==> config.mk <==
export PLATFORM = sky130hd
export DESIGN_NAME = wifi_provisioning_controller
export DESIGN_NICKNAME = d
export VERILOG_FILES = /design/src/wpc_pkg.sv /design/src/wifi_provisioning_controller.sv
export SDC_FILE = /design/constraint.sdc
export NUM_CORES = 1
export LEC_CHECK = 0
export BUFFER_PORTS_ARGS = -buffer_cell sky130_fd_sc_hd__buf_4
export CORE_ASPECT_RATIO = 0.7
export CORE_UTILIZATION = 40
export CTS_CLUSTER_DIAMETER = 50
export DETAILED_ROUTE_END_ITERATION = 16
export HOLD_SLACK_MARGIN = 0.06
export PLACE_DENSITY = 0.54
export SYNTH_ARGS = -nofsm -noshare
export SYNTH_HDL_FRONTEND = slang
export SYNTH_SLANG_ARGS = --single-unit
==> constraint.sdc <==
create_clock -name clk -period 6.7 [get_ports clk]
set_input_delay 1.34 -clock clk [delete_from_list [all_inputs] [get_ports clk]]
set_output_delay 1.34 -clock clk [all_outputs]
set_load 0.05 [all_outputs]
==> src/wpc_pkg.sv <==
`timescale 1ns / 1ps
// ----------------------------------------------------------------------------
// wpc_pkg
// Codes and action bits shared by the provisioning controller.
// ----------------------------------------------------------------------------
package wpc_pkg;

  // event codes
  typedef enum logic [3:0] {
    CMD_INIT        = 4'd0,
    CMD_TICK        = 4'd1,
    CMD_LOST        = 4'd2,
    CMD_ACTIVE_IP   = 4'd3,
    CMD_MANUAL      = 4'd4,
    CMD_RESET       = 4'd5,
    CMD_BEGIN_STAGE = 4'd6,
    CMD_STAGED_IP   = 4'd7,
    CMD_STAGED_FAIL = 4'd8,
    CMD_COMMIT      = 4'd9,
    CMD_AUTH_FAIL   = 4'd10,
    CMD_TAKE        = 4'd11
  } cmd_t;

  // controller modes
  typedef enum logic [2:0] {
    M_IDLE    = 3'd0,
    M_CONN    = 3'd1,
    M_MAN_AP  = 3'd2,
    M_AUTO_AP = 3'd3,
    M_RETRY   = 3'd4,
    M_VALID   = 3'd5,
    M_COMMIT  = 3'd6,
    M_ONLINE  = 3'd7
  } mode_t;

  // reasons for entering setup
  typedef enum logic [2:0] {
    C_NONE     = 3'd0,
    C_NOCFG    = 3'd1,
    C_CORRUPT  = 3'd2,
    C_TIMEOUT  = 3'd3,
    C_NETRESET = 3'd4,
    C_BUTTON   = 3'd5,
    C_DASH     = 3'd6
  } cause_t;

  // setup session kinds
  typedef enum logic [1:0] {
    S_NONE   = 2'd0,
    S_AUTO   = 2'd1,
    S_MANUAL = 2'd2
  } sess_t;

  // stored configuration status on init
  localparam logic [1:0] ST_VALID    = 2'd0;
  localparam logic [1:0] ST_MIGRATED = 2'd1;
  localparam logic [1:0] ST_CORRUPT  = 2'd2;

  // configuration register indexes
  localparam logic [1:0] REG_CONNECT_TIMEOUT = 2'd0;
  localparam logic [1:0] REG_SETUP_ON_TIME   = 2'd1;
  localparam logic [1:0] REG_SETUP_OFF_TIME  = 2'd2;

  localparam int unsigned ACT_BITS = 15;

  // action mask bits
  localparam logic [ACT_BITS-1:0] A_CONNECT     = 15'h0001;
  localparam logic [ACT_BITS-1:0] A_SHOW_CONN   = 15'h0002;
  localparam logic [ACT_BITS-1:0] A_AP_START    = 15'h0004;
  localparam logic [ACT_BITS-1:0] A_AP_STOP     = 15'h0008;
  localparam logic [ACT_BITS-1:0] A_LOAD_KEY    = 15'h0010;
  localparam logic [ACT_BITS-1:0] A_SHOW_SETUP  = 15'h0020;
  localparam logic [ACT_BITS-1:0] A_SETUP_CUE   = 15'h0040;
  localparam logic [ACT_BITS-1:0] A_UNAVAIL     = 15'h0080;
  localparam logic [ACT_BITS-1:0] A_SHOW_OK     = 15'h0100;
  localparam logic [ACT_BITS-1:0] A_OK_CUE      = 15'h0200;
  localparam logic [ACT_BITS-1:0] A_CLEAR       = 15'h0400;
  localparam logic [ACT_BITS-1:0] A_STAGED_CONN = 15'h0800;
  localparam logic [ACT_BITS-1:0] A_COMMIT      = 15'h1000;
  localparam logic [ACT_BITS-1:0] A_DISCARD     = 15'h2000;
  localparam logic [ACT_BITS-1:0] A_AUTH_FAIL   = 15'h4000;

  // register reset values
  localparam logic [31:0] CONNECT_TIMEOUT_RST = 32'd15000;
  localparam logic [31:0] SETUP_ON_TIME_RST   = 32'd180000;
  localparam logic [31:0] SETUP_OFF_TIME_RST  = 32'd30000;

endpackage

==> src/wifi_provisioning_controller.sv <==
`timescale 1ns / 1ps
// The input register feeds one pass of next-state logic into the result register.
// Throughput: one item per cycle unless out_ready stalls the result register, which
// then holds the item in the input stage; the state update is one combinational pass.
// Reset: rst (synchronous) clears mode, flags, start times and the pending mask,
// and returns the three timing registers to their default values.
// ----------------------------------------------------------------------------
// wifi_provisioning_controller
// Event-driven provisioning controller with timeouts and a pending action mask.
// ----------------------------------------------------------------------------
module wifi_provisioning_controller #(
  parameter int unsigned TIME_BITS = 32
) (
  input  logic        clk,
  input  logic        rst,
  // configuration port
  input  logic        cfg_we,
  input  logic [1:0]  cfg_index,
  input  logic [31:0] cfg_data,
  // event channel
  input  logic        in_valid,
  output logic        in_ready,
  input  logic [3:0]  cmd,
  input  logic [31:0] now_time,
  input  logic [1:0]  stored_status,
  input  logic        manual_source,
  input  logic        commit_ok,
  // result channel
  output logic        out_valid,
  input  logic        out_ready,
  output logic [2:0]  mode,
  output logic [2:0]  cause,
  output logic [1:0]  session_kind,
  output logic        ap_running,
  output logic        link_known,
  output logic        staged_held,
  output logic        accepted,
  output logic [14:0] actions
);
  import wpc_pkg::*;

  localparam int unsigned TW = TIME_BITS;
  localparam int unsigned CW = (TIME_BITS > 32) ? TIME_BITS : 32;

  typedef struct packed {
    mode_t                 mode;
    cause_t                cause;
    sess_t                 sess;
    logic [TW-1:0]         mode_start;
    logic [TW-1:0]         session_start;
    logic                  ap;
    logic                  link;
    logic                  staged;
    logic [ACT_BITS-1:0]   pend;
  } ctl_t;

  // configuration registers
  logic [31:0] connect_timeout;
  logic [31:0] setup_on_time;
  logic [31:0] setup_off_time;

  // input register
  logic        in_q_valid;
  cmd_t        cmd_q;
  logic [31:0] now_q;
  logic [1:0]  status_q;
  logic        src_q;
  logic        ok_q;

  // controller state
  ctl_t ctl;
  ctl_t ctl_next;
  logic acc_next;
  logic [ACT_BITS-1:0] shown_next;

  logic advance;
  logic [CW-1:0] now_w;
  logic [TW-1:0] now_t;

  // timeout check on wrapping time difference
  function automatic logic passed(logic [TW-1:0] now, logic [TW-1:0] start,
                                  logic [31:0] dur);
    logic [TW-1:0] diff;
    diff = now - start;
    return CW'(diff) >= CW'(dur);
  endfunction

  function automatic ctl_t ap_on(ctl_t s);
    ctl_t r;
    r = s;
    if (!r.ap) begin
      r.ap = 1'b1;
      r.pend = r.pend | A_AP_START;
    end
    return r;
  endfunction

  function automatic ctl_t ap_off(ctl_t s);
    ctl_t r;
    r = s;
    if (r.ap) begin
      r.ap = 1'b0;
      r.pend = r.pend | A_AP_STOP;
    end
    return r;
  endfunction

  function automatic ctl_t go_connecting(ctl_t s, logic [TW-1:0] now);
    ctl_t r;
    r = ap_off(s);
    r.mode = M_CONN;
    r.cause = C_NONE;
    r.sess = S_NONE;
    r.mode_start = now;
    r.staged = 1'b0;
    r.pend = r.pend | A_CONNECT | A_SHOW_CONN;
    return r;
  endfunction

  function automatic ctl_t go_setup(ctl_t s, sess_t kind, cause_t why,
                                    logic [TW-1:0] now);
    ctl_t r;
    r = s;
    if (r.staged) begin
      r.staged = 1'b0;
      r.pend = r.pend | A_DISCARD;
    end
    r.sess = r.link ? kind : S_AUTO;
    r.mode = (r.sess == S_MANUAL) ? M_MAN_AP : M_AUTO_AP;
    r.cause = why;
    r.mode_start = now;
    r.session_start = now;
    r = ap_on(r);
    r.pend = r.pend | A_LOAD_KEY | A_SHOW_SETUP | A_SETUP_CUE;
    if (r.link) r.pend = r.pend | A_CONNECT;
    if (why == C_NOCFG || why == C_CORRUPT || why == C_TIMEOUT || why == C_NETRESET)
      r.pend = r.pend | A_UNAVAIL;
    return r;
  endfunction

  function automatic ctl_t go_retry(ctl_t s, logic [TW-1:0] now);
    ctl_t r;
    r = ap_off(s);
    r.mode = M_RETRY;
    r.mode_start = now;
    if (r.link) r.pend = r.pend | A_CONNECT | A_SHOW_CONN;
    else r.pend = r.pend | A_UNAVAIL;
    return r;
  endfunction

  function automatic ctl_t staged_failed(ctl_t s, logic [TW-1:0] now);
    ctl_t r;
    r = s;
    r.staged = 1'b0;
    r.pend = r.pend | A_DISCARD;
    if (r.sess == S_MANUAL && r.link) begin
      r.mode = M_MAN_AP;
    end else begin
      r.sess = S_AUTO;
      r.mode = M_AUTO_AP;
    end
    r.mode_start = now;
    r = ap_on(r);
    r.pend = r.pend | A_SHOW_SETUP;
    if (r.link) r.pend = r.pend | A_CONNECT;
    return r;
  endfunction

  function automatic ctl_t go_online(ctl_t s, logic [TW-1:0] now);
    ctl_t r;
    r = ap_off(s);
    r.mode = M_ONLINE;
    r.cause = C_NONE;
    r.sess = S_NONE;
    r.mode_start = now;
    r.pend = r.pend | A_SHOW_OK | A_OK_CUE;
    return r;
  endfunction

  // handshake: result register frees the input stage
  assign advance  = in_q_valid && (!out_valid || out_ready);
  assign in_ready = !in_q_valid || advance;

  // event time at the state width
  assign now_w = CW'(now_q);
  assign now_t = now_w[TW-1:0];

  // configuration writes
  always_ff @(posedge clk) begin
    if (rst) begin
      connect_timeout <= CONNECT_TIMEOUT_RST;
      setup_on_time   <= SETUP_ON_TIME_RST;
      setup_off_time  <= SETUP_OFF_TIME_RST;
    end else if (cfg_we) begin
      case (cfg_index)
        REG_CONNECT_TIMEOUT: connect_timeout <= cfg_data;
        REG_SETUP_ON_TIME:   setup_on_time   <= cfg_data;
        REG_SETUP_OFF_TIME:  setup_off_time  <= cfg_data;
        default: ;
      endcase
    end
  end

  // input register
  always_ff @(posedge clk) begin
    if (rst) begin
      in_q_valid <= 1'b0;
    end else if (in_ready) begin
      in_q_valid <= in_valid;
    end
  end

  always_ff @(posedge clk) begin
    if (in_valid && in_ready) begin
      cmd_q    <= cmd_t'(cmd);
      now_q    <= now_time;
      status_q <= stored_status;
      src_q    <= manual_source;
      ok_q     <= commit_ok;
    end
  end

  // next state for the event in the input register
  always_comb begin
    ctl_next = ctl;
    acc_next = 1'b0;
    case (cmd_q)
      CMD_INIT: begin
        ctl_next = '0;
        ctl_next.link = (status_q == ST_VALID || status_q == ST_MIGRATED);
        if (ctl_next.link) ctl_next = go_connecting(ctl_next, now_t);
        else ctl_next = go_setup(ctl_next, S_AUTO,
                                 (status_q == ST_CORRUPT) ? C_CORRUPT : C_NOCFG, now_t);
      end
      CMD_TICK: begin
        case (ctl.mode)
          M_CONN: begin
            if (passed(now_t, ctl.mode_start, connect_timeout))
              ctl_next = go_setup(ctl, S_AUTO, C_TIMEOUT, now_t);
          end
          M_MAN_AP: begin
            if (passed(now_t, ctl.session_start, setup_on_time)) begin
              if (ctl.link) begin
                ctl_next = go_connecting(ctl, now_t);
              end else begin
                ctl_next.sess = S_AUTO;
                ctl_next = go_retry(ctl_next, now_t);
              end
            end
          end
          M_AUTO_AP: begin
            if (passed(now_t, ctl.mode_start, setup_on_time))
              ctl_next = go_retry(ctl, now_t);
          end
          M_RETRY: begin
            if (passed(now_t, ctl.mode_start, setup_off_time)) begin
              ctl_next.mode = M_AUTO_AP;
              ctl_next.mode_start = now_t;
              ctl_next = ap_on(ctl_next);
              ctl_next.pend = ctl_next.pend | A_SHOW_SETUP;
            end
          end
          M_VALID: begin
            if (passed(now_t, ctl.mode_start, connect_timeout))
              ctl_next = staged_failed(ctl, now_t);
          end
          default: ;
        endcase
      end
      CMD_LOST: begin
        if (ctl.mode == M_ONLINE && ctl.link) ctl_next = go_connecting(ctl, now_t);
      end
      CMD_ACTIVE_IP: begin
        if (ctl.link && (ctl.mode == M_CONN || ctl.mode == M_AUTO_AP ||
                         ctl.mode == M_RETRY))
          ctl_next = go_online(ctl, now_t);
      end
      CMD_MANUAL: begin
        ctl_next = go_setup(ctl, S_MANUAL, src_q ? C_DASH : C_BUTTON, now_t);
      end
      CMD_RESET: begin
        ctl_next.link = 1'b0;
        ctl_next.pend = ctl_next.pend | A_CLEAR;
        ctl_next = go_setup(ctl_next, S_AUTO, C_NETRESET, now_t);
      end
      CMD_BEGIN_STAGE: begin
        if (ctl.ap && (ctl.mode == M_MAN_AP || ctl.mode == M_AUTO_AP)) begin
          ctl_next.mode = M_VALID;
          ctl_next.mode_start = now_t;
          ctl_next.staged = 1'b1;
          ctl_next.pend = ctl_next.pend | A_STAGED_CONN | A_SHOW_CONN;
          acc_next = 1'b1;
        end
      end
      CMD_STAGED_IP: begin
        if (ctl.mode == M_VALID && ctl.staged) begin
          ctl_next.mode = M_COMMIT;
          ctl_next.mode_start = now_t;
          ctl_next.pend = ctl_next.pend | A_COMMIT;
        end
      end
      CMD_STAGED_FAIL: begin
        if (ctl.mode == M_VALID) ctl_next = staged_failed(ctl, now_t);
      end
      CMD_COMMIT: begin
        if (ctl.mode == M_COMMIT) begin
          if (!ok_q) begin
            ctl_next = staged_failed(ctl, now_t);
          end else begin
            ctl_next.link = 1'b1;
            ctl_next.staged = 1'b0;
            ctl_next = go_online(ctl_next, now_t);
          end
        end
      end
      CMD_AUTH_FAIL: begin
        if (ctl.mode == M_ONLINE) ctl_next.pend = ctl_next.pend | A_AUTH_FAIL;
      end
      default: ;
    endcase
    // take hands the mask out and clears it
    shown_next = ctl_next.pend;
    if (cmd_q == CMD_TAKE) ctl_next.pend = '0;
  end

  // controller state register
  always_ff @(posedge clk) begin
    if (rst) begin
      ctl <= '0;
    end else if (advance) begin
      ctl <= ctl_next;
    end
  end

  // result register
  always_ff @(posedge clk) begin
    if (rst) begin
      out_valid <= 1'b0;
    end else if (advance) begin
      out_valid <= 1'b1;
    end else if (out_ready) begin
      out_valid <= 1'b0;
    end
  end

  always_ff @(posedge clk) begin
    if (advance) begin
      mode         <= ctl_next.mode;
      cause        <= ctl_next.cause;
      session_kind <= ctl_next.sess;
      ap_running   <= ctl_next.ap;
      link_known   <= ctl_next.link;
      staged_held  <= ctl_next.staged;
      accepted     <= acc_next;
      actions      <= shown_next;
    end
  end

endmodule

# ---- Word level (Yosys, flattened, before mapping)
# Index checks and enable logic that the tools add are counted.
dict set report op_classes {
  add_sub_neg 2
  n_lt_le_gt_ge 4
  eq_ne 50
  mux 48
  n_bitwise 4
  reduce_logical 33
}
# cell n
set op_table {}
lappend op_table {{$mux 90} 11}
lappend op_table {{$pmux 90 s5} 1}
lappend op_table {{$pmux 32 s9} 1}
lappend op_table {{$pmux 34 s8} 1}
lappend op_table {{$pmux 15 s11} 1}
lappend op_table {{$ge 32x32->1} 4}
lappend op_table {{$mux 89} 1}
lappend op_table {{$mux 32} 2}
lappend op_table {{$sub 32x32->32} 2}
lappend op_table {{$pmux 5 s8} 1}
lappend op_table {{$mux 15} 2}
lappend op_table {{$pmux 3 s10} 1}
lappend op_table {{$mux 14} 2}
lappend op_table {{$mux 8} 3}
lappend op_table {{$ne 2x2->1 const B} 12}
lappend op_table {{$mux 3} 6}
lappend op_table {{$eq 4x3->1 const B} 4}
lappend op_table {{$eq 4x4->1 const B} 4}
lappend op_table {{$mux 16} 1}
lappend op_table {{$eq 3x3->1 const B} 5}
lappend op_table {{$ne 3x3->1 const B} 5}
lappend op_table {{$reduce_and 14->1} 1}
lappend op_table {{$mux 13} 1}
lappend op_table {{$eq 2x2->1 const B} 6}
lappend op_table {{other kinds (23)} 63}
dict set report word_totals {
  ff_bits 255
  inputBits 79
  out_inout_bits 29
  word_cells 168
}

# ---- Logic depth before layout (Yosys ltp)
# Gate-level depths: netlist of run 1.
dict set report logic_depth {
  depth_word 10
  depth_mapped 24
  ltp_nobuf 23
}

# ---- Worst setup path after synthesis of run 1
# OpenSTA, ideal clock, no wires.
dict set report synth_path {
  path_kind {register to register}
  startpoint {register now_q[0]}
  endpoint {register ctl[19] (netlist bit)}
  setup_ns 0.059
  arrival_time_ns 4.889
  required_time_ns 6.641
  setup_slack_ns 1.752
  stages_incl_launch_ff 25
  path_buffers 1
  period_less_slack_ns 4.948
  cell_sequence {edfxtp_1 -> inv_1 -> ha_1 -> inv_1 -> fa_1 -> a211oi_1 -> o21ai_0 -> and4_1 -> o211ai_1 -> a31oi_1 -> a21oi_1 -> o21ai_0 -> a21o_1 -> xor2_1 -> ha_1 -> nand4_1 -> or3_1 -> nor4_1 -> o221a_2 -> a21oi_4 -> nor4_4 -> o211ai_2 -> nor2_2 -> buf_2 -> a22o_1}
}
dict set report synth_between {
  elab_chain_len 4
}
# element line
set synth_lines {}
lappend synth_lines {{from (decl)} wifi_provisioning_controller.sv:65} ;# logic [31:0] now_q;
lappend synth_lines {{from (signal assigned)} wifi_provisioning_controller.sv:216} ;# now_q <= now_time;
lappend synth_lines {{$sub 32x32->32} wifi_provisioning_controller.sv:84} ;# diff = now - start;
lappend synth_lines {{$ge 32x32->1} wifi_provisioning_controller.sv:85} ;# return CW'(diff) >= CW'(dur);
lappend synth_lines {{$ne 2x2->1 (no source line)} -}
lappend synth_lines {{$reduce_and 12->1 (no source line)} -}
lappend synth_lines {{to (signal assigned)} wifi_provisioning_controller.sv:331} ;# ctl <= ctl_next;
lappend synth_lines {{to (decl)} wifi_provisioning_controller.sv:71} ;# ctl_t ctl;
# No other way between the ends.
# A chain may end at the register's enable or synchronous reset.

==> metrics.txt, run 1 <==
outcome finished, final reports clean; CP required 7.02 ns; Pwr Density 241.7 mW/mm2; Die Span X 248.2 um; port bufs 107; CTS tree built; All-Layer GR Usage 25.40%; dpl ws 0.7418 ns; nets 2413; Sw Ratio 33.32%; Cell variety after synth 85; Initial DRC Count 1340; Vias 15466; TNS Setup 0 ns; Final min period 6.134 ns; Finished Layout Cells 2711; placement row count 62; Routed Antenna Nets 0; CP max-delay cell fa_1; vias per std cell 5.705; DR DRC count 0; initial antenna violation count 0; CORE AREA 0.04142 mm2; slowest stage delay, CP 0.41 ns; DRT Wirelength 55.23 mm; cell area after synthesis 0.01697 mm2; Storage cell area 0.005776 mm2; vias in the first global route 14305; Placed Cells 2653; max-cap violations 0; global placer's final weighted congestion 0.9978; first-pass GRT wire length 85.07 mm; Worst Path Max Fanout 10; FILL cells 4086; kind of cell adding the most delay to the critical path compound AO/OA/AOI/OAI gates; Switch Pwr 1556 uW; die area 0.04327 mm2; period utilization 91.55%; slew margin rel. 26.63%; CP dominant cell by count o21ai_0; Setup crit start kind flip-flop; # IOs 108; Final HPWL DP 41.61 mm; most common cell after layout, fill and taps aside nand2_1; P_leak 0.007598 uW; critical path, cell by cell inv_1 > ha_1 > inv_1 > fa_1 > a211oi_1 > o21ai_0 > and4_1 > o211ai_1 > a31oi_1 > a21oi_1 > o21ai_0 > a21o_1 > xor2_1 > ha_1 > nand4_1 > or3_1 > nor4_1 > o221a_2 > a21oi_4 > nor2_1 > a31oi_1 > o31ai_1 > o21ai_0; share of cells above drive strength 1 9.737%; Overflow after GRT 0; area grow syn2layout 13.87%; Comb power frac 25.5%; Flop pwr share 36.7%; Die H 174.3 um; Syn Nets 2347; hold-critical path endpoint setup_off_time[3]$_SDFFE_PP0P_; Hold Crit Start setup_off_time[3]$_SDFFE_PP0P_; sequential area share after synthesis 34.03%; setup ws final 0.5659 ns; Cells after Synth 2076; Worst Tran Pin Value 1.073 ns; worst reg-to-reg setup slack 0.57 ns; Setup Skew 0.01254 ns; DRT Pass-1 Iters 5; number of synthesis warnings 0; area of the multi-input gates 0.01016 mm2; Setup CP Type flip-flop to flip-flop; Post-CTS Setup Inserts 0; Antenna diodes 0; routed len/inst 20.37 um; worst hold path depth 2; Starting Density 40.97%; EDFF count, synth 67; max frequency 0.1630 GHz; Critical path buffers and inverters 2; P_int 3114 uW; CTS Buffer Depth 3; worst r2r src now_q[0]$_DFFE_PP_; RSZ-0062 raised after global routing no; hold buffers post-CTS 0; reg2reg end cause[2]$_DFFE_PP_; most used flip-flop cell after synthesis dfxtp_1; Post-synth ARST share 0%; Slew Limit Fails 0; syn avg cell area 8.174 um2; TritonCTS Buffers 31; largest net degree at the start of global routing 97; Post-CTS Resized 0; number of synthesized register bits 255; H-tree lvl count 1; Clk Tree Root Cell clkbuf_16; worst skew pair latency 0.60 ns; Reg clk slew, reported paths 0.07 ns; min-delay worst type flip-flop to flip-flop; count of final hold-check violations 0; CTS Sinks 255; path depth of the worst reg2reg path 23; endpoint class of the critical path flip-flop; VDD IR max 0.2070 mV; commonest non-fill, non-tap cells in the layout 314 x nand2_1, 193 x a21oi_1, 190 x ha_1; setup violators final 0; clock power share 37.8%; Critical Path AT 6.45 ns
[layer usage]
layer | up-vias | track usage (%) | share of wire (%)
li1 | 7602 | - | -
met1 | 7252 | 42.36 | 54
met2 | 555 | 31.22 | 35
met3 | 57 | 6.886 | 9.8
met4 | 0 | 3.989 | 1.5
met5 | - | 0 | 0
[worst reg2reg max path, delay by kind of cell, from the launching register on]
kind | cells | cell delay (ns)
compound gates | 12 | 2.70
simple gates | 5 | 1.46
fa+ha+maj | 3 | 0.79
flops | 1 | 0.39
xor+xnor | 1 | 0.35
buf+inv | 2 | 0.17
[state kept, by name, indices dropped and copies added (netlist names), 2 cells and up]
name / flops
ctl: 90
connect_timeout: 32
mode: 3
cause: 3
setup_off_time: 32
now_q: 32
status_q: 2
cmd_q: 4
setup_on_time: 32
actions: 15
session_kind: 2
[power groups by stage]
| stage | combinational, uW | clock (uW) | sequential [uW] |
|---|---|---|---|
| after global routing | 1330 | 1850 | 1720 |
| after floorplan | 784 | 0 | 1740 |
| final | 1190 | 1760 | 1710 |
| after CTS | 1180 | 1790 | 1710 |
| after global placement | 1140 | 0 | 1740 |
| after detailed placement | 1170 | 0 | 1740 |
[cells by family after synthesis]
family | Yosys count | share of synthesized area, %
buffers and inverters | 278 | 6.245
muxes | 3 | 0.1843
DFF | 255 | 34.03
AOI/OAI and AO/OA | 608 | 23.78
and+or+nand+nor | 687 | 18.78
xor gates and xnor gates | 53 | 2.735
adders and majority gates | 192 | 14.24
[worst max path at each step]
stage                                   from                   end  slack, ns  cells past startpoint
after CTS                 now_q[1]$_DFFE_PP_  ctl[30]$_SDFFE_PP0P_       0.70                     21
final                     now_q[0]$_DFFE_PP_    cause[2]$_DFFE_PP_       0.57                     23
after detailed placement  now_q[0]$_DFFE_PP_    cause[2]$_DFFE_PP_       0.74                     23
after floorplan           now_q[0]$_DFFE_PP_  ctl[19]$_SDFFE_PP0P_       1.75                     24
after global placement    now_q[1]$_DFFE_PP_    cause[2]$_DFFE_PP_       0.93                     20
after global routing      now_q[0]$_DFFE_PP_    cause[2]$_DFFE_PP_       0.11                     23
[synth_stat cells (5+ instances only)]
library cell	count	area [um2]
nand4_1	52	325.3
a221oi_1	6	52.55
o21ai_0	74	370.4
a31oi_1	47	294.0
nor2b_1	50	312.8
buf_2	13	65.06
o21bai_1	8	60.06
xor2_1	16	140.1
or3_1	8	50.05
and2_1	11	68.82
a22oi_1	8	60.06
a21oi_1	193	965.9
a211oi_1	21	157.7
a21o_1	52	390.4
clkbuf_1	75	281.5
o211ai_1	34	255.2
and4_1	5	43.79
dfxtp_1	188	3764
edfxtp_1	67	2012
a211o_1	6	52.55
ha_1	190	2377
xnor2_1	37	324.1
nor2_1	144	540.5
o311ai_1	32	280.3
nand3_1	18	90.09
nand2b_1	24	150.1
inv_1	181	679.4
a2111oi_0	5	43.79
o2111ai_1	5	43.79
nor3_1	19	95.09
a22o_1	32	280.3
buf_1	8	30.03
nor4_1	6	37.54
o31ai_1	14	105.1
o21a_1	16	120.1
nand2_1	314	1179
or2_2	8	50.05
[cell type report]
cell class	count	share of cell area (%)
Tap cell	544	3.522
Multi-Input combinational cell	1543	52.60
Sequential cell	255	29.89
Timing Repair Buffer	129	5.012
Clock buffer	32	4.034
Inverter	182	3.535
Clock inverter	26	1.412
[per-stage QoR]
stage	hold WS, ns	power (uW)	util, %	area [um2]
after detailed placement	0.4479	2913	44.11	18270
after global routing	0.4750	4900	46.65	19320
after floorplan	0.4363	2525	-	16970
after CTS	0.4570	4675	46.65	19320
after global placement	0.4430	2882	44.11	18270
final	0.4553	4670	46.65	19320
(Power assumes the default switching activity.)
==> run 2, diff against run 1 <==
MAX_ROUTING_LAYER = met4   (was unset)
==> run 2 against run 1 <==
  * Critical path depth unchanged
  * Sequential share of layout area increased by 0.095 points
  * Fmax decreased by 1.7%
  * Clock-buffer cell count up 10
  * Largest cell class unchanged
  * Critical endpoint unchanged
  * Largest power group is now sequential cells
  * Via count up 1.1%
  * Worst hold slack lost 0.00060 ns
  * Non-clock buffer count shrank 3
  * Total power down 1.7%
  * Combinational power about the same
==> metrics.txt, run 2 (synthesized netlist as in run 1, its figures left out) <==
global placer's final weighted congestion 0.9611 (-3.7%); min-delay worst type flip-flop to flip-flop; Reg clk slew, reported paths 0.06 ns (about the same); CTS Buffer Depth 3 (unchanged); # IOs 108 (unchanged); worst skew pair latency 0.58 ns (-0.02 ns); DRT Pass-1 Iters 5 (unchanged); CORE AREA 0.04142 mm2 (unchanged); period utilization 93.15% (+1.6 points); FILL cells 4123 (+0.91%); area of the multi-input gates 0.01017 mm2 (about the same); max-cap violations 0 (unchanged); Vias 15640 (+1.1%); RSZ-0062 raised after global routing no; vias in the first global route 14078 (-1.6%); die area 0.04327 mm2 (unchanged); Power, Total 4588 uW (-1.7%); max frequency 0.1602 GHz (-1.7%); area grow syn2layout 13.51%; vias per std cell 5.778 (+1.3%); port bufs 107 (unchanged); P_leak 0.007569 uW (-0.38%); TNS Setup 0 ns (unchanged); setup ws final 0.4592 ns (-0.1067 ns); Pwr Density 238.2 mW/mm2 (-1.4%); Routed Antenna Nets 0 (unchanged); VDD IR max 0.1865 mV (-9.9%); Antenna diodes 0 (unchanged); Setup CP Type flip-flop to flip-flop; Die H 174.3 um (unchanged); count of final hold-check violations 0 (unchanged); DR DRC count 0 (unchanged); Critical Path AT 6.53 ns (+0.08 ns); flip-flop count of the largest register after layout 90 (unchanged); largest net degree at the start of global routing 97 (unchanged); share of cells above drive strength 1 9.478% (-0.26 points); DRT Wirelength 56.07 mm (+1.5%); Clk Tree Root Cell clkbuf_16; routed len/inst 20.71 um (+1.7%); hold buffers post-CTS 0 (unchanged); All-Layer GR Usage 26.48% (+1.1 points); first-pass GRT wire length 85.16 mm (+0.10%); Setup Skew 0.02094 ns (+0.008402 ns); CP dominant cell by count o21ai_0; placement row count 62 (unchanged); slew margin rel. 19.33% (-7.3 points); outcome finished, final reports clean; Post-CTS Setup Inserts 0 (unchanged); Worst Path Max Fanout 10 (unchanged); CP max-delay cell o31ai_1; CTS tree built; CP required 6.99 ns (-0.03 ns); Critical path buffers and inverters 2 (unchanged); Initial DRC Count 1479 (+10%); setup violators final 0 (unchanged); Final HPWL DP 42.29 mm (+1.6%); endpoint class of the critical path flip-flop; Overflow after GRT 0 (unchanged); Starting Density 40.97% (unchanged); H-tree lvl count 1 (unchanged); CTS Sinks 255 (unchanged); Final min period 6.241 ns (+0.1067 ns); Setup crit start kind flip-flop; Post-CTS Resized 0 (unchanged); Slew Limit Fails 0 (unchanged); Reg with most FFs ctl; Die Span X 248.2 um (unchanged); TritonCTS Buffers 31 (unchanged); initial antenna violation count 1 (+1); Worst Tran Pin Value 1.179 ns (+0.1066 ns); dpl ws 0.6088 ns (-0.1330 ns); commonest non-fill, non-tap cells in the layout 314 x nand2_1, 193 x a21oi_1, 190 x ha_1; critical path, cell by cell inv_1 > ha_1 > inv_1 > fa_1 > a211oi_1 > o21ai_0 > and4_1 > o211ai_1 > a31oi_1 > a21oi_1 > o21ai_0 > a21o_1 > xor2_1 > ha_1 > nand4_1 > or3_1 > nor4_1 > o221a_2 > a21oi_4 > nor2_1 > a31oi_1 > o31ai_1 > o21ai_0; Storage cell area 0.005776 mm2 (unchanged); slowest stage delay, CP 0.44 ns (+0.03 ns); most common cell after layout, fill and taps aside nand2_1; kind of cell adding the most delay to the critical path compound AO/OA/AOI/OAI gates; nets 2410 (-0.12%)
## run 2: cell count changes in the layout (fill, tap and decap cells not counted), sizes merged
cell / previous run / this run
inv: 190 / 187
clkbuf: 32 / 42
bufinv: 4 / 2
clkinv: 9 / 6
buf: 129 / 126
clkinvlp: 5 / 2
## run 2: through the flow
step | utilization (%) | cells | hold slack, ns | area [um2]
finish | 46.50 | 2707 | 0.4547 | 19260
floorplan | - | 2076 | 0.4363 | 16970
global route | 46.50 | 2707 | 0.4702 | 19260
detailed placement | 44.07 | 2650 | 0.4463 | 18260
CTS | 46.50 | 2707 | 0.4549 | 19260
global placement | 44.07 | 2650 | 0.4426 | 18260
## run 2: worst paths after layout
kind | startpoint | to | slack, ns | depth (start not counted)
setup / recovery | now_q[0]$_DFFE_PP_ | cause[2]$_DFFE_PP_ | 0.46 | 23
hold / removal | setup_off_time[11]$_SDFFE_PP0P_ | setup_off_time[11]$_SDFFE_PP0P_ | 0.45 | 2
setup reg to reg | now_q[0]$_DFFE_PP_ | cause[2]$_DFFE_PP_ | 0.46 | 23
hold reg to reg | setup_off_time[11]$_SDFFE_PP0P_ | setup_off_time[11]$_SDFFE_PP0P_ | 0.45 | 2
## run 2: layer usage
| layer | wire length, um | part of all wire (%) | track usage, % | vias up |
|---|---|---|---|---|
| met4 | 672 | 1.2 | 3.557 | 0 |
| met2 | 19770 | 35 | 31.22 | 593 |
| li1 | - | - | - | 7596 |
| met5 | 0 | 0 | - | - |
| met1 | 31030 | 55 | 44.67 | 7396 |
| met3 | 4602 | 8.2 | 4.879 | 55 |
## run 2: worst register-to-register path: stages, from the launching register on
cell and delay, ns:
edfxtp_1 0.40, inv_1 0.12, ha_1 0.18, inv_1 0.05, fa_1 0.42, a211oi_1 0.29
o21ai_0 0.23, and4_1 0.29, o211ai_1 0.27, a31oi_1 0.15, a21oi_1 0.27, o21ai_0 0.13
a21o_1 0.20, xor2_1 0.41, ha_1 0.22, nand4_1 0.13, or3_1 0.41, nor4_1 0.24
o221a_2 0.26, a21oi_4 0.13, nor2_1 0.40, a31oi_1 0.18, o31ai_1 0.44, o21ai_0 0.18
## run 2: final cells by class
cell class                 count  area share, %
tap                          544          3.534
sequential                   255          29.98
clock inverter                15         0.8314
clock buffer                  42          4.398
multi-input combinational   1543          52.80
inverter                     182          3.547
timing repair buffer         126          4.911
## run 2: report_power, final
part	switching (uW)	internal, uW
logic	747	450
clock network	708	971
registers	63.6	1650
